`config.mk`:
```
export PLATFORM = sky130hd
export DESIGN_NAME = gng_front
export DESIGN_NICKNAME = d
export VERILOG_FILES = /design/src/rtl/core/gng_pkg.sv /design/src/rtl/core/gng_front.sv
export SDC_FILE = /design/constraint.sdc
export NUM_CORES = 2
export LEC_CHECK = 0
export ABC_CLOCK_PERIOD_IN_PS = 12800
export BUFFER_PORTS_ARGS = -buffer_cell sky130_fd_sc_hd__clkbuf_2
export CORE_MARGIN = 1
export CORE_UTILIZATION = 35
export CTS_CLUSTER_SIZE = 8
export DETAILED_ROUTE_END_ITERATION = 8
export PLACE_DENSITY = 0.46
export SLEW_MARGIN = 0
export SYNTH_ARGS = -nofsm -noshare
export SYNTH_HDL_FRONTEND = slang
export SYNTH_SLANG_ARGS = --single-unit
export TNS_END_PERCENT = 100
```
`constraint.sdc`:
```
create_clock -name aclk -period 12.8 [get_ports aclk]
set_clock_uncertainty 0.15 [all_clocks]
set_input_delay 0.64 -clock aclk [delete_from_list [all_inputs] [get_ports aclk]]
set_output_delay 0.64 -clock aclk [all_outputs]
set_load 0.01 [all_outputs]
```
`src/rtl/core/gng_pkg.sv`:
```
// ----------------------------------------------------------------------------
// gng_pkg
// Shared types and constants of the Gaussian noise generator.
// ----------------------------------------------------------------------------
package gng_pkg;

    localparam logic [63:0] XS_MULT    = 64'd2685821657736338717;
    localparam logic [31:0] LN2_Q32    = 32'd2977044471;
    localparam logic [31:0] HALFPI_Q30 = 32'd1686629713;
    localparam logic [30:0] ONE_Q30    = 31'd1073741824;
    localparam logic [63:0] BASE_SEED_RST = 64'd1;
    localparam logic [63:0] WORK_SEED_RST = 64'd2;
    localparam logic [15:0] SCALE_RST  = 16'd4096;

    localparam logic CFG_SEED  = 1'b0;
    localparam logic CFG_SCALE = 1'b1;

    typedef struct packed {
        logic first;
        logic last;
    } in_t;

    typedef struct packed {
        logic signed [20:0] sample;
        logic               final_res;
    } out_t;

    // one drawn pair, queued between front and back
    typedef struct packed {
        logic [63:0] r1;
        logic [31:0] p;
        logic [15:0] scale;
        logic        last;
        logic        zero;
    } entry_t;

    // divisor 2k(2k+1) of the sine series, round 0 is k = 8
    function automatic logic [8:0] sin_div(input logic [2:0] idx);
        logic [8:0] d;
        unique case (idx)
            3'd0: d = 9'd272;
            3'd1: d = 9'd210;
            3'd2: d = 9'd156;
            3'd3: d = 9'd110;
            3'd4: d = 9'd72;
            3'd5: d = 9'd42;
            3'd6: d = 9'd20;
            default: d = 9'd6;
        endcase
        return d;
    endfunction

    // floor(2^32 / divisor)
    function automatic logic [31:0] sin_recip(input logic [2:0] idx);
        logic [31:0] m;
        unique case (idx)
            3'd0: m = 32'd15790320;
            3'd1: m = 32'd20452225;
            3'd2: m = 32'd27531841;
            3'd3: m = 32'd39045157;
            3'd4: m = 32'd59652323;
            3'd5: m = 32'd102261126;
            3'd6: m = 32'd214748364;
            default: m = 32'd715827882;
        endcase
        return m;
    endfunction

endpackage

```
`src/rtl/core/gng_front.sv`:
```
// ----------------------------------------------------------------------------
// gng_front
// Takes requests, owns both seeds and the registers, draws two xorshift64*
// outputs per request unless the scale is zero, on one shared 32x32 multiplier.
// ----------------------------------------------------------------------------
module gng_front (
    input  logic                  aclk,
    input  logic                  aresetn,
    input  logic                  s_valid,
    output logic                  s_ready,
    input  gng_pkg::in_t          s_data,
    input  logic                  cfg_wr_en,
    input  logic                  cfg_idx,
    input  logic [63:0]           cfg_data,
    output logic                  push,
    output gng_pkg::entry_t       push_data,
    input  logic                  q_full
);

    typedef enum logic [2:0] {F_IDLE, F_MIX, F_MUL0, F_MUL1, F_MUL2, F_PUSH} fstate_t;
    typedef enum logic [1:0] {P_R1, P_R2, P_BASE} phase_t;

    fstate_t     state_reg;
    phase_t      phase_reg;
    logic [63:0] base_seed_reg;
    logic [63:0] work_seed_reg;
    logic [63:0] x_reg;
    logic [63:0] acc_reg;
    logic [63:0] r1_reg;
    logic [31:0] p_reg;
    logic [15:0] scale_reg;
    logic [15:0] item_scale_reg;
    logic        last_reg;
    logic        zero_reg;

    logic [63:0] src;
    logic [63:0] mix_a;
    logic [63:0] mix_b;
    logic [63:0] mix;
    logic [31:0] mul_a;
    logic [31:0] mul_b;
    logic [63:0] prod;
    logic [63:0] step_res;

    always_comb begin
        src   = (phase_reg == P_BASE) ? base_seed_reg : work_seed_reg;
        mix_a = src ^ (src >> 12);
        mix_b = mix_a ^ (mix_a << 25);
        mix   = mix_b ^ (mix_b >> 27);
    end

    always_comb begin
        unique case (state_reg)
            F_MUL1: begin
                mul_a = x_reg[31:0];
                mul_b = gng_pkg::XS_MULT[63:32];
            end
            F_MUL2: begin
                mul_a = x_reg[63:32];
                mul_b = gng_pkg::XS_MULT[31:0];
            end
            default: begin
                mul_a = x_reg[31:0];
                mul_b = gng_pkg::XS_MULT[31:0];
            end
        endcase
        prod     = 64'(mul_a) * 64'(mul_b);
        step_res = {acc_reg[63:32] + prod[31:0], acc_reg[31:0]};
    end

    assign s_ready   = (state_reg == F_IDLE);
    assign push      = (state_reg == F_PUSH) && !q_full;
    assign push_data = '{r1: r1_reg, p: p_reg, scale: item_scale_reg,
                         last: last_reg, zero: zero_reg};

    always_ff @(posedge aclk) begin
        if (!aresetn) begin
            state_reg     <= F_IDLE;
            phase_reg     <= P_R1;
            base_seed_reg <= gng_pkg::BASE_SEED_RST;
            work_seed_reg <= gng_pkg::WORK_SEED_RST;
            scale_reg     <= gng_pkg::SCALE_RST;
        end else begin
            unique case (state_reg)
                F_IDLE: begin
                    if (s_valid) begin
                        last_reg       <= s_data.last;
                        item_scale_reg <= scale_reg;
                        phase_reg      <= P_R1;
                        if (scale_reg == 16'd0) begin
                            zero_reg  <= 1'b1;
                            state_reg <= F_PUSH;
                        end else begin
                            zero_reg <= 1'b0;
                            if (s_data.first) begin
                                work_seed_reg <= base_seed_reg + 64'd1;
                            end
                            state_reg <= F_MIX;
                        end
                    end
                end
                F_MIX: begin
                    x_reg     <= mix;
                    state_reg <= F_MUL0;
                end
                F_MUL0: begin
                    acc_reg   <= prod;
                    state_reg <= F_MUL1;
                end
                F_MUL1: begin
                    acc_reg   <= step_res;
                    state_reg <= F_MUL2;
                end
                F_MUL2: begin
                    unique case (phase_reg)
                        P_R1: begin
                            work_seed_reg <= step_res;
                            r1_reg        <= step_res;
                            phase_reg     <= P_R2;
                            state_reg     <= F_MIX;
                        end
                        P_R2: begin
                            work_seed_reg <= step_res;
                            p_reg         <= step_res[63:32];
                            state_reg     <= F_PUSH;
                        end
                        default: begin
                            base_seed_reg <= step_res;
                            state_reg     <= F_IDLE;
                        end
                    endcase
                end
                default: begin
                    // hold until the queue has room
                    if (!q_full) begin
                        if (last_reg && !zero_reg) begin
                            phase_reg <= P_BASE;
                            state_reg <= F_MIX;
                        end else begin
                            state_reg <= F_IDLE;
                        end
                    end
                end
            endcase
            if (cfg_wr_en) begin
                unique case (cfg_idx)
                    gng_pkg::CFG_SEED:  base_seed_reg <= cfg_data;
                    default:            scale_reg     <= cfg_data[15:0];
                endcase
            end
        end
    end

endmodule

```
# Word-level counts from Yosys, hierarchy flattened
# Index checks and enable logic that the tools add are counted.
[op_classes] addsub=2 multipliers=1 n_eq_ne=14 mux=25 n_bitwise=5 n_reduce_logical=22
[op_table] cell="64-bit 2-to-1 mux" n=9
[op_table] cell="64-bit one-hot mux with 2 select lines" n=2
[op_table] cell="64-bit by 1-bit adder with 64-bit output, second input constant" n=1
[op_table] cell="32-bit by 32-bit multiplier with 64-bit output" n=1
[op_table] cell="64-bit by 37-bit XOR with 64-bit output" n=1
[op_table] cell="64-bit by 52-bit XOR with 64-bit output" n=1
[op_table] cell="64-bit XOR" n=1
[op_table] cell="32-bit adder" n=1
[op_table] cell="32-bit 2-to-1 mux" n=1
[op_table] cell="31-bit 2-to-1 mux" n=1
[op_table] cell="16-bit zero test" n=1
[op_table] cell="3-bit one-hot mux with 5 select lines" n=1
[op_table] cell="3-bit AND reduction" n=4
[op_table] cell="5-bit AND reduction" n=2
[op_table] cell="3-bit 2-to-1 mux" n=3
[op_table] cell="2-bit 2-to-1 mux" n=4
[op_table] cell="2-bit AND reduction" n=4
[op_table] cell="3-bit by 2-bit == test with 1-bit output, second input constant" n=2
[op_table] cell="3-bit == test, second input constant" n=2
[op_table] cell="2-bit inequality test, second input constant" n=3
[op_table] cell="6-bit by 2-bit inequality test with 1-bit output, second input constant" n=1
[op_table] cell="2-bit one-hot mux with 3 select lines" n=1
[op_table] cell="3-bit one-hot mux with 2 select lines" n=1
[op_table] cell="2-bit by 1-bit inequality test with 1-bit output, second input constant" n=2
[op_table] cell="14 further kinds" n=19
[totals] register_bits=391 inputBits=72 out_inout_bits=116 wordCells=82

# Depth between registers and ports, before layout
[logic_depth] ltp_word=8 mapped_depth=43 mapped_depth_nobuf=41

# Worst setup path before layout
# OpenSTA, ideal clock, no wires.
[synth_path] kind="reg2reg" startpoint="reg state_reg[0]" endpoint="reg acc_reg[63] (data pin)" setup_ns=0.260 arrival_time_ns=9.441 required_ns=12.390 setup_slack_ns=2.950 stages_incl_launch_ff=37 path_buffers=3 path_cell_list="dfxtp_1 -> buf_2 -> nor2_1 -> and2_1 -> clkbuf_1 -> clkbuf_1 -> nand2_1 -> nand2_1 -> inv_1 -> nor2_1 -> inv_1 -> fa_1 -> inv_1 -> fa_1 -> fa_1 -> inv_1 -> fa_1 -> inv_1 -> fa_1 -> fa_1 -> fa_1 -> fa_1 -> ha_1 -> nand3_2 -> o311a_1 -> a31oi_1 -> a21o_1 -> a21oi_1 -> xnor2_1 -> ha_1 -> and2_1 -> and3_1 -> nand3_1 -> o211a_1 -> nor3_2 -> xnor2_1 -> mux2_2"
[synth_via] elab_chain_cells=5 word_cells_on_any_way=8 classes_between="add/sub: 1; mul: 1; eq/ne: 3; mux: 3"
[synth_rtl] element="start, declared" line="gng_front.sv:23" text="fstate_t state_reg;"
[synth_rtl] element="start signal, assigned" line="gng_front.sv:78" text="state_reg <= F_IDLE;"
[synth_rtl] element="start signal, assigned" line="gng_front.sv:92" text="state_reg <= F_PUSH;"
[synth_rtl] element="start signal, assigned" line="gng_front.sv:98" text="state_reg <= F_MIX;"
[synth_rtl] element="3-bit == test or 3-bit by 2-bit == test with 1-bit output (tied branches)" line="gng_front.sv:53" text="unique case (state_reg)"
[synth_rtl] element="32-bit 2-to-1 mux or 31-bit 2-to-1 mux (tied branches)" line="gng_front.sv:53"
[synth_rtl] element="32-bit by 32-bit multiplier with 64-bit output (*)" line="gng_front.sv:67" text="prod = 64'(mul_a) * 64'(mul_b);"
[synth_rtl] element="32-bit adder (*)" line="gng_front.sv:68" text="step_res = {acc_reg[63:32] + prod[31:0], acc_reg[31:0]};"
[synth_rtl] element="via step_res[63]" line="gng_front.sv:43" text="logic [63:0] step_res;"
[synth_rtl] element="64-bit one-hot mux with 2 select lines (*)" line="gng_front.sv:84" text="unique case (state_reg)"
[synth_rtl] element="end signal, assigned" line="gng_front.sv:107" text="acc_reg <= prod;"
[synth_rtl] element="end signal, assigned" line="gng_front.sv:111" text="acc_reg <= step_res;"
[synth_rtl] element="end, declared" line="gng_front.sv:28" text="logic [63:0] acc_reg;"
# The timed path passes the listed nets; every way through them passes the cells marked *. The select of a mux whose other input is x is not followed.
# A chain may end at the register's enable or synchronous reset.

# Final worst setup path
[layout_path] startpoint="reg state_reg[1]" endpoint="reg work_seed_reg[61]"
[layout_via] elab_chain_cells=6 word_cells_on_any_way=15 classes_between="add/sub: 1; mul: 1; eq/ne: 6; mux: 4; reduce/logical: 3"
[layout_rtl] element="3-bit == test or 3-bit by 2-bit == test with 1-bit output (tied branches)" line="gng_front.sv:53"
[layout_rtl] element="32-bit 2-to-1 mux or 31-bit 2-to-1 mux (tied branches)" line="gng_front.sv:53"
[layout_rtl] element="32-bit by 32-bit multiplier with 64-bit output (*)" line="gng_front.sv:67"
[layout_rtl] element="32-bit adder (*)" line="gng_front.sv:68"
[layout_rtl] element="via step_res[61]" line="gng_front.sv:43"
[layout_rtl] element="64-bit 2-to-1 mux (*)" line="gng_front.sv:115" text="unique case (phase_reg)"
[layout_rtl] element="64-bit one-hot mux with 2 select lines (*)" line="gng_front.sv:84"
[layout_rtl] element="end signal, assigned" line="gng_front.sv:81" text="work_seed_reg <= gng_pkg::WORK_SEED_RST;"
[layout_rtl] element="end signal, assigned" line="gng_front.sv:117" text="work_seed_reg <= step_res;"
[layout_rtl] element="end signal, assigned" line="gng_front.sv:123" text="work_seed_reg <= step_res;"
[layout_rtl] element="end, declared" line="gng_front.sv:26" text="logic [63:0] work_seed_reg;"
# Marks and branches as above.

==> out/qor.txt <==
Status - finished clean
Vias per cell - 5.03
DR iter-0 viols - 2537
GRT Util Overall - 0.244
R2r setup slk - 1.16 ns
Final Instance Count excl. Fillers - 6186
Hold Fails Final Rpt - 0
Max clock buf depth - 3
Tmin final - 11.64 ns
H-tree depth - 2
Port buffer count - 187
Via count - 31100
Die Y-Extent - 352 µm
Peak Freq - 0.0859 GHz
RSZ-0062 raised after global routing - no
Worst-path clk slew - 0.06 ns
Max-cap violation count - 0
CP arrival - 12.06 ns
DR pass1 iterations - 5
Yosys cell types - 84
Grt met1 use - 0.363
Tcrit/Tclk final - 0.910
Layer with the highest usage - met2
Worst Hold Class - in2reg
R2R Path End - work_seed_reg[61]
ANT nets after route - 0
CTS sink cnt - 391
Root Buffer - clkbuf_16
Core Area - 122000 µm²
Hold-fix buffers, CTS - 0
FF-to-FF Start - state_reg[1]
Remaining Overflow, GRT - 0
Fin nets - 5621
Initial antenna violation count - 4
Layout area overhead - 11.3%
Endpoints failing setup - 0
CTS tree - built
Clock latency on the worst-skew pair - 0.66 ns
Final routed DRC violation total - 0
Routing usage on met3 - 0.0260
Post-synth EDFFs - 242
CP dominant cell by count - fa_1
Slew Limit Fails - 0
Synthesis Warnings - 0
Largest net degree at the start of global routing - 90
Worst Setup EP - work_seed_reg[61]
Rel. slew slack - 0.160
Std-Cell Rows - 128
Slowest stage delay, CP - 0.69 ns
Starting density of the core - 0.353
Crit-path max FO - 18
Die Span X - 352 µm
Placer Congestion - 0.905
Worst slew pin tran - 1.25 ns
Flops & latches, synth - 391
Synth Instances - 4304
Post-CTS setup buffer count - 0
Ratio of cells with drive above 1 in the final layout - 0.0827
Worst r2r path cells - 35
Commonest register cell after synthesis - edfxtp_1
Syn avg cell area - 9.98 µm²
Detailed-route wire length per cell - 24.3 µm
Setup TNS - 0 ns
Setup crit start - state_reg[1]
WS Path Type - reg2reg
Sequential fraction of the synthesis area - 0.239
Slowest stage cell, crit path - and2_2
Full die area - 124000 µm²
Inserted Clock Buffers - 55
Post-Syn Area - 42900 µm²
Ys async rst share - 0
First-pass GRT wire length - 221000 µm
GR met2 Demand/Resource - 0.384
Fill cells - 12300
HP Start - s_data[0]
Number of global-route vias before repair - 31800
Post-CTS sizing - 0
DP Wirelength - 125000 µm
Number of placed cells counting well taps - 6082
Ports - 188
Worst setup SP type - flip-flop
Required time worst endpoint - 13.22 ns
Crit end category - flip-flop
Detailed Route WL - 151000 µm
cell usage after synthesis (6+ instances only):
library cell,instances,area [µm²]
a311oi_1,15,131
nand2b_1,11,68.8
buf_1,15,56.3
a21o_1,56,420
ha_1,433,5420
o211a_1,38,380
o31ai_1,8,60.1
dfxtp_1,149,2980
nand2_1,363,1360
xnor2_1,169,1480
fa_1,602,12100
nor3_1,30,150
buf_2,17,85.1
nor2_1,232,871
o211ai_1,26,195
and2_1,45,282
a31oi_1,9,56.3
nor4_1,9,56.3
or3_1,6,37.5
nand4_1,22,138
o21ai_0,117,586
nand3_1,107,536
o21a_1,9,67.6
mux2i_1,36,360
a21oi_1,222,1110
and3_1,24,150
edfxtp_1,242,7270
inv_1,770,2890
and4_1,12,105
or2_2,6,37.5
o21bai_1,15,113
a21boi_0,17,128
o21ai_1,9,45.0
xor2_1,161,1410
clkbuf_1,135,507
a211oi_1,41,308
clkbuf_2,6,30.0
nor2b_1,44,275
logic make-up (layout without fill, tap and decap cells):
group	Yosys count	after routing	synth area share
XOR/XNOR	330	330	0.0673
buffers and inverters	946	1145	0.0835
other	2	60	0.000175
AND/OR/NAND/NOR	936	936	0.100
AO/OA/AOI/OAI	626	626	0.0940
multiplexers	38	38	0.00892
flip-flops	391	391	0.239
adder cells (fa/ha/maj)	1035	1035	0.407
layout make-up:
type	count	area, µm²	area share
multi-input combinational	3023	29400	0.615
sequential	391	10200	0.215
inverter	771	2890	0.0606
tap	1625	2030	0.0426
timing repair buffer	272	1590	0.0333
clock buffer	96	1530	0.0320
clock inverter	6	91.3	0.00191
antenna	2	5.00	0.000105
layer usage:
metal  share of wire  wire length, µm
met1            0.47            70900
met5               0                0
met2            0.45            68200
met3           0.059             8900
met4           0.017             2580
metrics by stage:
| step | util | worst slack [ns] | cell area [µm²] | hold WS (ns) |
|---|---|---|---|---|
| 6_report | 0.393 | 1.16 | 47800 | 0.0421 |
| 5_1_grt | 0.393 | 0.430 | 47800 | 0.0269 |
| 4_1_cts | 0.393 | 1.23 | 47800 | 0.0138 |
| 3_5_place_dp | 0.379 | 1.27 | 46200 | 0.297 |
| 3_3_place_gp | 0.379 | 1.36 | 46200 | 0.298 |
| 2_1_floorplan | - | 2.95 | 43200 | 0.280 |
worst min-delay path by stage:
stage / depth (start not counted) / end
after floorplan: 0 / item_scale_reg[10]
after global routing: 1 / last_reg
final: 1 / last_reg
after global placement: 0 / item_scale_reg[3]
after detailed placement: 0 / item_scale_reg[14]
after CTS: 1 / last_reg
critical path: cells and delay by family, from the launching register on:
kind            cells  cell delay [ns]
fa+ha+maj          10             4.68
simple gates        7             2.50
compound gates     10             1.98
xor+xnor            2             1.03
buf+inv             6             0.75
flops               1             0.43
cell usage in the layout, fill, tap and decap left out, types with 24 or more instances in the layout:
cell	count
dfxtp_1	149
a21oi_1	222
a21o_1	56
nor3_1	29
xnor2_1	169
a211oi_1	41
conb_1	58
fa_1	602
mux2i_1	36
clkbuf_1	41
inv_1	770
edfxtp_1	242
clkbuf_16	55
xor2_1	161
and2_1	44
nor2_1	230
clkbuf_2	186
ha_1	433
and3_1	24
nand3_1	107
o211ai_1	26
buf_4	85
nand2_1	360
nor2b_1	44
o211a_1	38
o21ai_0	117
Power is not shown: default switching activity piles up to over one toggle a cycle in this logic, so the estimate is an artifact.
