File: src/rtl/core/gng_pkg.sv
// ----------------------------------------------------------------------------
// gng_pkg
// Shared types and constants of the Gaussian noise generator.
// ----------------------------------------------------------------------------
package gng_pkg;

    localparam logic [63:0] XS_MULT    = 64'd2685821657736338717;
    localparam logic [31:0] LN2_Q32    = 32'd2977044471;
    localparam logic [31:0] HALFPI_Q30 = 32'd1686629713;
    localparam logic [30:0] ONE_Q30    = 31'd1073741824;
    localparam logic [63:0] BASE_SEED_RST = 64'd1;
    localparam logic [63:0] WORK_SEED_RST = 64'd2;
    localparam logic [15:0] SCALE_RST  = 16'd4096;

    localparam logic CFG_SEED  = 1'b0;
    localparam logic CFG_SCALE = 1'b1;

    typedef struct packed {
        logic first;
        logic last;
    } in_t;

    typedef struct packed {
        logic signed [20:0] sample;
        logic               final_res;
    } out_t;

    // one drawn pair, queued between front and back
    typedef struct packed {
        logic [63:0] r1;
        logic [31:0] p;
        logic [15:0] scale;
        logic        last;
        logic        zero;
    } entry_t;

    // divisor 2k(2k+1) of the sine series, round 0 is k = 8
    function automatic logic [8:0] sin_div(input logic [2:0] idx);
        logic [8:0] d;
        unique case (idx)
            3'd0: d = 9'd272;
            3'd1: d = 9'd210;
            3'd2: d = 9'd156;
            3'd3: d = 9'd110;
            3'd4: d = 9'd72;
            3'd5: d = 9'd42;
            3'd6: d = 9'd20;
            default: d = 9'd6;
        endcase
        return d;
    endfunction

    // floor(2^32 / divisor)
    function automatic logic [31:0] sin_recip(input logic [2:0] idx);
        logic [31:0] m;
        unique case (idx)
            3'd0: m = 32'd15790320;
            3'd1: m = 32'd20452225;
            3'd2: m = 32'd27531841;
            3'd3: m = 32'd39045157;
            3'd4: m = 32'd59652323;
            3'd5: m = 32'd102261126;
            3'd6: m = 32'd214748364;
            default: m = 32'd715827882;
        endcase
        return m;
    endfunction

endpackage

File: src/rtl/core/gng_back.sv
// ----------------------------------------------------------------------------
// gng_back
// Turns a drawn pair into one sample: log, square root, sine and scaling;
// log, sine and scaling share one 32x32 multiplier; ends in the output register.
// ----------------------------------------------------------------------------
module gng_back (
    input  logic            aclk,
    input  logic            aresetn,
    input  logic            rd_valid,
    input  gng_pkg::entry_t rd_data,
    output logic            pop,
    output logic            m_valid,
    input  logic            m_ready,
    output gng_pkg::out_t   m_data
);

    typedef enum logic [3:0] {
        B_IDLE, B_NORM, B_LOG, B_LN, B_SQRT, B_ANG, B_Z2,
        B_S1, B_S2, B_S3, B_SN, B_RT, B_SC, B_OUT
    } bstate_t;

    bstate_t       state_reg;
    logic [63:0]   r_reg;
    logic [5:0]    lz_reg;
    logic [2:0]    step_reg;
    logic [4:0]    cnt_reg;
    logic [31:0]   m_reg;
    logic [23:0]   frac_reg;
    logic [55:0]   rad_reg;
    logic [57:0]   res_reg;
    logic [55:0]   bit_reg;
    logic [31:0]   p_reg;
    logic [15:0]   scale_reg;
    logic          last_reg;
    logic          zero_reg;
    logic [30:0]   z_reg;
    logic [31:0]   z2_reg;
    logic [30:0]   h_reg;
    logic [31:0]   x_reg;
    logic [29:0]   q0_reg;
    logic [30:0]   sn_reg;
    logic [28:0]   a_reg;
    logic [20:0]   sample_reg;
    logic          m_valid_reg;
    gng_pkg::out_t m_data_reg;

    logic [31:0]   mul_a;
    logic [31:0]   mul_b;
    logic [63:0]   prod;
    logic [6:0]    sh;
    logic [63:0]   top;
    logic [30:0]   t;
    logic [57:0]   trial;
    logic [31:0]   q_raw;
    logic [31:0]   q;
    logic [8:0]    div;
    logic [31:0]   qd;
    logic [31:0]   rem;
    logic [30:0]   quot;
    logic [39:0]   mag;
    logic [20:0]   mag_sat;

    always_comb begin
        sh    = 7'd32 >> step_reg;
        top   = r_reg >> (7'd64 - sh);
        t     = (31'(lz_reg) + 31'd1) << 24;
        t     = t - 31'(frac_reg);
        trial = res_reg + 58'(bit_reg);
        q_raw = {1'b0, p_reg[30:0]};
        q     = (q_raw > 32'h4000_0000) ? (32'h8000_0000 - q_raw) : q_raw;
        div   = gng_pkg::sin_div(cnt_reg[2:0]);
        qd    = 32'(q0_reg) * 32'(div);
        rem   = x_reg - qd;
        quot  = (rem >= 32'(div)) ? 31'(q0_reg) + 31'd1 : 31'(q0_reg);
    end

    always_comb begin
        unique case (state_reg)
            B_LOG: begin mul_a = m_reg;            mul_b = m_reg;               end
            B_LN:  begin mul_a = 32'(t);           mul_b = gng_pkg::LN2_Q32;    end
            B_ANG: begin mul_a = q;                mul_b = gng_pkg::HALFPI_Q30; end
            B_Z2:  begin mul_a = 32'(z_reg);       mul_b = 32'(z_reg);          end
            B_S1:  begin mul_a = z2_reg;           mul_b = 32'(h_reg);          end
            B_S2:  begin mul_a = x_reg;
                         mul_b = gng_pkg::sin_recip(cnt_reg[2:0]);              end
            B_SN:  begin mul_a = 32'(z_reg);       mul_b = 32'(h_reg);          end
            B_RT:  begin mul_a = 32'(sn_reg);      mul_b = 32'(res_reg[28:0]);  end
            B_SC:  begin mul_a = 32'(a_reg);       mul_b = 32'(scale_reg);      end
            default: begin mul_a = '0;             mul_b = '0;                  end
        endcase
        prod = 64'(mul_a) * 64'(mul_b);
        mag  = prod[63:24];
        if (p_reg[31]) begin
            mag_sat = (mag > 40'd1048576) ? 21'h10_0000 : 21'(mag);
        end else begin
            mag_sat = (mag > 40'd1048575) ? 21'h0F_FFFF : 21'(mag);
        end
    end

    assign pop     = (state_reg == B_IDLE) && rd_valid;
    assign m_valid = m_valid_reg;
    assign m_data  = m_data_reg;

    always_ff @(posedge aclk) begin
        if (!aresetn) begin
            state_reg   <= B_IDLE;
            m_valid_reg <= 1'b0;
        end else begin
            if (m_ready && state_reg != B_OUT) begin
                m_valid_reg <= 1'b0;
            end
            unique case (state_reg)
                B_IDLE: begin
                    if (rd_valid) begin
                        r_reg      <= (rd_data.r1 == 64'd0) ? 64'd1 : rd_data.r1;
                        p_reg      <= rd_data.p;
                        scale_reg  <= rd_data.scale;
                        last_reg   <= rd_data.last;
                        zero_reg   <= rd_data.zero;
                        lz_reg     <= '0;
                        step_reg   <= '0;
                        sample_reg <= '0;
                        state_reg  <= rd_data.zero ? B_OUT : B_NORM;
                    end
                end
                B_NORM: begin
                    // one halving step of the leading-one search per cycle
                    if (top == 64'd0) begin
                        r_reg  <= r_reg << sh;
                        lz_reg <= lz_reg + sh[5:0];
                    end
                    step_reg <= step_reg + 3'd1;
                    if (step_reg == 3'd5) begin
                        state_reg <= B_LOG;
                    end
                end
                B_LOG: begin
                    if (prod[63]) begin
                        m_reg             <= prod[63:32];
                        frac_reg[cnt_reg] <= 1'b1;
                    end else begin
                        m_reg <= prod[62:31];
                    end
                    cnt_reg <= cnt_reg - 5'd1;
                    if (cnt_reg == 5'd0) begin
                        state_reg <= B_LN;
                    end
                end
                B_LN: begin
                    rad_reg   <= {1'b0, prod[61:23], 16'd0};
                    res_reg   <= '0;
                    bit_reg   <= 56'd1 << 54;
                    cnt_reg   <= 5'd27;
                    state_reg <= B_SQRT;
                end
                B_SQRT: begin
                    if (58'(rad_reg) >= trial) begin
                        rad_reg <= rad_reg - trial[55:0];
                        res_reg <= (res_reg >> 1) + 58'(bit_reg);
                    end else begin
                        res_reg <= res_reg >> 1;
                    end
                    bit_reg <= bit_reg >> 2;
                    cnt_reg <= cnt_reg - 5'd1;
                    if (cnt_reg == 5'd0) begin
                        state_reg <= B_ANG;
                    end
                end
                B_ANG: begin
                    z_reg     <= prod[60:30];
                    state_reg <= B_Z2;
                end
                B_Z2: begin
                    z2_reg    <= prod[61:30];
                    h_reg     <= gng_pkg::ONE_Q30;
                    cnt_reg   <= '0;
                    state_reg <= B_S1;
                end
                B_S1: begin
                    x_reg     <= prod[61:30];
                    state_reg <= B_S2;
                end
                B_S2: begin
                    q0_reg    <= prod[61:32];
                    state_reg <= B_S3;
                end
                B_S3: begin
                    h_reg   <= gng_pkg::ONE_Q30 - quot;
                    cnt_reg <= cnt_reg + 5'd1;
                    state_reg <= (cnt_reg == 5'd7) ? B_SN : B_S1;
                end
                B_SN: begin
                    sn_reg    <= prod[60:30];
                    state_reg <= B_RT;
                end
                B_RT: begin
                    a_reg     <= prod[58:30];
                    state_reg <= B_SC;
                end
                B_SC: begin
                    sample_reg <= p_reg[31] ? (21'd0 - mag_sat) : mag_sat;
                    state_reg  <= B_OUT;
                end
                default: begin
                    // wait for the output register to free up
                    if (!m_valid_reg || m_ready) begin
                        m_valid_reg          <= 1'b1;
                        m_data_reg.sample    <= zero_reg ? 21'sd0 : signed'(sample_reg);
                        m_data_reg.final_res <= last_reg;
                        state_reg            <= B_IDLE;
                    end
                end
            endcase
            if (state_reg == B_NORM && step_reg == 3'd5) begin
                m_reg    <= (top == 64'd0) ? r_reg[62:31] : r_reg[63:32];
                frac_reg <= '0;
                cnt_reg  <= 5'd23;
            end
        end
    end

endmodule

File: config.mk
export PLATFORM = sky130hd
export DESIGN_NAME = gng_back
export DESIGN_NICKNAME = d
export VERILOG_FILES = /design/src/rtl/core/gng_pkg.sv /design/src/rtl/core/gng_back.sv
export SDC_FILE = /design/constraint.sdc
export NUM_CORES = 2
export LEC_CHECK = 0
export ABC_AREA = 1
export ABC_CLOCK_PERIOD_IN_PS = 14500
export BUFFER_PORTS_ARGS = -buffer_cell sky130_fd_sc_hd__buf_2
export CELL_PAD_IN_SITES_DETAIL_PLACEMENT = 1
export CELL_PAD_IN_SITES_GLOBAL_PLACEMENT = 1
export CORE_UTILIZATION = 45
export CTS_CLUSTER_SIZE = 16
export DETAILED_ROUTE_END_ITERATION = 10
export PLACE_DENSITY_LB_ADDON = 0.1
export SLEW_MARGIN = 20
export SYNTH_ARGS = -nofsm -noshare
export SYNTH_HDL_FRONTEND = slang
export SYNTH_SLANG_ARGS = --single-unit
File: constraint.sdc
create_clock -name aclk -period 14.5 [get_ports aclk]
set_input_delay 1.45 -clock aclk [delete_from_list [all_inputs] [get_ports aclk]]
set_output_delay 1.45 -clock aclk [all_outputs]
set_load 0.02 [all_outputs]
* Word level (Yosys, flattened, before mapping)
Cells that the tools add are included.
** Storage, ports and cells
- Output and inout port bits :: 24
- Flip-flop bits (word level) :: 618
** Operators by class
- Bitwise operators :: 2
- Equal/unequal tests :: 27
- Muxes and demuxes :: 47
- Multipliers :: 2
- Add/subtract/negate cells :: 15
- $lt $le $gt $ge :: 7
- Reductions and logical operators :: 41
- Shift-type cells :: 3
** Operators with widths (count)
- 32-bit case mux with 8 select lines :: 2
- 56-bit case mux with 2 select lines :: 2
- 30-bit case mux with 7 select lines :: 1
- 64-bit two-way mux :: 3
- 32-bit two-way mux :: 5
- 64-bit zero test :: 2
- 64-bit case mux with 2 select lines :: 1
- 58-bit case mux with 2 select lines :: 1
- 21-bit two-way mux :: 5
- 32-bit by 32-bit multiplier with 64-bit output :: 1
- 64-bit by 7-bit left shift with 64-bit output :: 1
- 64-bit by 7-bit right shift with 64-bit output :: 1
- 9-bit case mux with 7 select lines :: 1
- 31-bit case mux with 2 select lines :: 1
- 57-bit by 56-bit adder with 58-bit output :: 1
- 58-bit by 56-bit adder with 58-bit output :: 1
- 56-bit by 58-bit greater-or-equal comparator with 1-bit output :: 1
- 58-bit two-way mux :: 1
- 56-bit two-way mux :: 1
- 56-bit subtractor :: 1
- 4-bit case mux with 13 select lines :: 1
- 24-bit two-way mux :: 2
- 21-bit case mux with 2 select lines :: 1
- 40-bit by 20-bit greater-than comparator with 1-bit output, second input constant :: 1
- other kinds (56) :: 106

* Longest topological paths before layout
- Depth in word-level cells :: 10
- Gate-level depth with buffers :: 79

* Worst setup path before layout
Ideal clock, no wire load.
- Path type :: flip-flop to flip-flop
- Start point :: register frac_reg[2]
- End point :: register sample_reg[20], data pin
- Data required time :: 14.243 ns
- Library setup time :: 0.257 ns
- Cell stages (with the launch flop) :: 69
- Clock period less this slack :: 10.947 ns
- Setup slack :: 3.553 ns
- Arrival time :: 10.691 ns
- Cells stage by stage :: edfxtp_1 > nor3_1 > nand2_1 > nor2_1 > inv_1 > nor2_1 > nand2_1 > nor4_1 > nand2_1 > nor2_1 > inv_1 > nor2_1 > inv_1 > nor2_1 > inv_1 > nor3_1 > inv_1 > nor2_1 > [... 33 more ...] > a2111oi_0 > nand3b_1 > nand2_1 > nand3_1 > nor2_1 > nand3_2 > nand2_2 > buf_6 > nand2_1 > inv_1 > ha_1 > nand2_1 > nor2_2 > nand2_1 > nor2_4 > nand3_1 > o21ai_0 > nor2_1
** On the way
- Word-level cells in the longest chain between the ends :: 9
** Ends and longest elaborated chain
- start, declared :: line gng_back.sv:28 : logic [23:0] frac_reg;
- start signal, assigned by index :: line gng_back.sv:140 : frac_reg[cnt_reg] <= 1'b1;
- start signal, assigned :: line gng_back.sv:216 : frac_reg <= '0;
- 31-bit by 24-bit subtractor with 31-bit output * :: line gng_back.sv:67 : t = t - 31'(frac_reg);
- 32-bit case mux with 8 select lines * :: line gng_back.sv:78 : unique case (state_reg)
- 32-bit by 32-bit multiplier with 64-bit output * :: line gng_back.sv:91 : prod = 64'(mul_a) * 64'(mul_b);
- 40-bit by 20-bit greater-than comparator with 1-bit output / 40-bit by 21-bit greater-than comparator with 1-bit output (equally long branches) :: line gng_back.sv:96, gng_back.sv:94
- 21-bit two-way mux (on tied branches) :: line gng_back.sv:96, gng_back.sv:94
- 21-bit two-way mux * :: line gng_back.sv:93 : if (p_reg[31]) begin
- 1-bit by 21-bit subtractor with 21-bit output :: line gng_back.sv:201 : sample_reg <= p_reg[31] ? (21'd0 - mag_sat) : mag_sat;
- 21-bit two-way mux * :: line gng_back.sv:201
- 21-bit case mux with 2 select lines * :: line gng_back.sv:112 : unique case (state_reg)
- end signal, assigned :: line gng_back.sv:201
- end, declared :: line gng_back.sv:43 : logic [20:0] sample_reg;
Mark *: on every way between the ends. The rest lies on a longest branch, timed or not.
A chain may end at the register's enable or synchronous reset.

* Worst setup path after layout
- Start point :: register p_reg[1]
- End point :: register sample_reg[16], data pin
** On the way
- Word-level cells in the longest chain between the ends :: 10
** Ends and longest elaborated chain
- start, declared :: line gng_back.sv:32 : logic [31:0] p_reg;
- start signal, assigned :: line gng_back.sv:116 : p_reg <= rd_data.p;
- 32-bit by 31-bit subtractor with 32-bit output / 31-bit greater-than comparator (equally long branches) :: line gng_back.sv:70 : q = (q_raw > 32'h4000_0000) ? (32'h8000_0000 - q_raw) : q_raw;
- 32-bit two-way mux * :: line gng_back.sv:70
- 32-bit case mux with 8 select lines * :: line gng_back.sv:78
- 32-bit by 32-bit multiplier with 64-bit output * :: line gng_back.sv:91
- 40-bit by 20-bit greater-than comparator with 1-bit output / 40-bit by 21-bit greater-than comparator with 1-bit output (equally long branches) :: line gng_back.sv:96, gng_back.sv:94
- 21-bit two-way mux (on tied branches) :: line gng_back.sv:96, gng_back.sv:94
- 21-bit two-way mux * :: line gng_back.sv:93
- 1-bit by 21-bit subtractor with 21-bit output :: line gng_back.sv:201
- 21-bit two-way mux * :: line gng_back.sv:201
- 21-bit case mux with 2 select lines * :: line gng_back.sv:112
Marks and branches as above.

==> flow_summary_export.csv <==
group,metric,value,unit
outcome,status,"finished clean",
placement,dp_hpwl,296000,µm
clocking,clkTransAtPathRegs,0.06,ns
worst_setup_path,worstSetupPathType,"reg2reg",
worst_setup_path,ff2ff_path_depth,61,
timing,hold_viol_final,0,
worst_setup_path,cpPeakStageDelay,0.55,ns
worst_setup_path,slowest_stage,"fa_1",
global_route,busiest_layer,"met2",
placement,place_area,0.0862,mm²
synthesis,synth-seq-cells,590,
worst_setup_path,cp.required,14.96,ns
clocking,cts_tree,"done",
cells_and_area,largest_reg_flops,64,
synthesis,syn_area,0.0824,mm²
timing,max_freq,74.2,MHz
floorplan,initial_core_util,45.5,%
cells_and_area,area_growth,7.66,%
route,wirelength,365000,µm
route,wl_per_cell,28.0,µm
floorplan,chipWidth,430,µm
worst_setup_path,crit_path_start_kind,"register",
timing,fin_crit_sh,92.9,%
placement,globalplace.congestion,1.00,
clocking,cts_buffer_depth,3,
global_route,grt_pass1_vias,79700,
synthesis,synth_flop_cell,"edfxtp_1",
timing,final-setup-viol-count,0,
global_route,grt_pass1_wl,533000,µm
timing,fin_tns_setup,0,ns
worst_setup_path,critical_path.max_fanout,27,
worst_setup_path,r2r-end,"sample_reg[16]",
timing,slew_violations,0,
clocking,cts_resized,0,
worst_setup_path,arrival,13.93,ns
route,drc,0,
timing,tightest_slew,1.21,ns
worst_setup_path,r2r-start,"p_reg[1]",
clocking,htree_levels,3,
synthesis,ys.warnings.count,0,
synthesis,synthArstFlopShare,0,%
worst_setup_path,cp_common_cell,"nand2_1",
synthesis,yosys.area.top_type,"fa_1",
floorplan,coreArea,0.181,mm²
flow_run,maxCapViolCount,0,
route,antenna_left,0,
clocking,postCtsSetupBuffers,0,
timing,min_period,13.48,ns
floorplan,die_area,0.185,mm²
synthesis,ys_types,72,
timing,finClkSkew,0.0797,ns
clocking,root_buffer,"clkbuf_16",
timing,rsz0062_at_grt,"false",
min_path,worstHoldPathType,"reg2reg",
route,vias,75700,
floorplan,num_rows,156,
global_route,grt-ovfl-total,0,
clocking,cts_buffers,76,
clocking,cts-hold-fix-buffers,0,
route,vias_per_cell,5.80,
clocking,worst_skew_pair.late_latency,0.73,ns
synthesis,synth_edf_count,585,
global_route,antenna_found_initial,18,
cells_and_area,final_util,48.9,%
global_route,grtUsageMet1,50.3,%
route,dr.pass1.iters,6,
placement,portBuffers,141,
worst_setup_path,worstSetupEndpointType,"register",
worst_setup_path,rrSetupSlack,1.02,ns
global_route,use_met3,7.03,%
synthesis,netlist_top_cells_area,"fa_1 (26%), edfxtp_1 (21%), nand2_1 (10%)",
min_path,hold_end,"m_data[0]",
floorplan,dieHeight,430,µm
clocking,cts.sinks,590,
floorplan,io_pins,142,
route,drt_first_iter_violations,6949,
global_route,grt_usage,39.4,%
timing,max-slew-margin-rel,19.0,%
synthesis,synthTopCellsByCount,"nand2_1 (2264), inv_1 (2147), nor2_1 (1263)",
synthesis,syn_area_per_cell,7.77,µm²
min_path,holdPathStages,0,
cells_and_area,final_cell_area,0.0888,mm²
min_path,min_from,"last_reg",
synthesis,postSynthCellCount,10600,
synthesis,synth_top_area_share,26.1,%
worst_setup_path,critPathLaunch,"p_reg[1]",
cells_and_area,nNetsFinal,12300,
synthesis,synth_most_common_cell,"nand2_1",
global_route,grt_max_degree,83,
synthesis,synth_nets,12300,
cells_and_area,drive_above_1_share,5.93,%
synthesis,seq_area_frac_synth,21.4,%
global_route,met2_usage,63.1,%
==> worst max-delay path: cells and delay by family (launching register included) <==
| family | cells | cell delay (ns) |
|---|---|---|
| flip-flops | 1 | 0.42 |
| adder cells (fa/ha/maj) | 9 | 4.25 |
| XOR/XNOR | 2 | 0.46 |
| AND/OR/NAND/NOR | 31 | 4.34 |
| buffers and inverters | 14 | 2.01 |
| AO/OA/AOI/OAI | 5 | 1.69 |
==> how the worst max path moves through the flow <==
stage / endpoint / slack [ns]
after floorplan: sample_reg[20] / 3.55
after global placement: sample_reg[4] / 1.12
after detailed placement: sample_reg[16] / 1.14
after CTS: sample_reg[16] / 1.11
after global routing: sample_reg[19] / 0.07
final: sample_reg[16] / 1.02
==> area by class of cell <==
type | instances | area [µm²]
Antenna cell | 6 | 15.0
Clock buffer | 95 | 2020
Clock inverter | 40 | 497
Fill cell | 22300 | 92600
Inverter | 2206 | 8280
Multi-Input combinational cell | 7411 | 55200
Sequential cell | 590 | 17700
Tap cell | 2370 | 2970
Timing Repair Buffer | 332 | 2150
==> layout by cell type (no fill, tap or decap), drive strengths merged, types with 102 or more instances in the layout <==
master	netlist	routed
nand2	2285	2285
inv	2175	2174
nor2	1291	1291
fa	1076	1076
o21ai	708	708
edfxtp	585	585
ha	472	472
a21oi	419	419
buf	70	332
nand3	210	210
xor2	147	147
nor3	102	102
==> kinds of logic (layout without fill, tap and decap cells) <==
| kind of cell | count (synthesis) | count (layout) | share of synthesized area, % |
|---|---|---|---|
| AO/OA/AOI/OAI | 1513 | 1513 | 10.5 |
| XOR/XNOR | 217 | 217 | 2.32 |
| adder cells (fa/ha/maj) | 1548 | 1548 | 33.3 |
| buffers and inverters | 2614 | 2673 | 12.0 |
| flip-flops | 590 | 590 | 21.4 |
| multiplexers | 19 | 19 | 0.232 |
| other | 0 | 6 | 0 |
| AND/OR/NAND/NOR | 4114 | 4114 | 20.2 |
==> routing by layer <==
metal	vias up	routed length [µm]
met5	-	54
met3	870	29300
met2	3193	166000
met1	38500	144000
li1	33100	-
met4	8	25100
==> per-stage QoR <==
| step | std cells | hold slack, ns | setup slack (ns) |
|---|---|---|---|
| global route | 13000 | 0.450 | 0.0666 |
| finish | 13100 | 0.428 | 1.02 |
| CTS | 13000 | 0.432 | 1.11 |
| floorplan | 10600 | 0.400 | 3.55 |
| global placement | 12900 | 0.406 | 1.12 |
| detailed placement | 12900 | 0.414 | 1.14 |
Power is left out: the tool's default activity adds up to more than one toggle a clock period on the data nets, which glitch-free logic cannot reach.
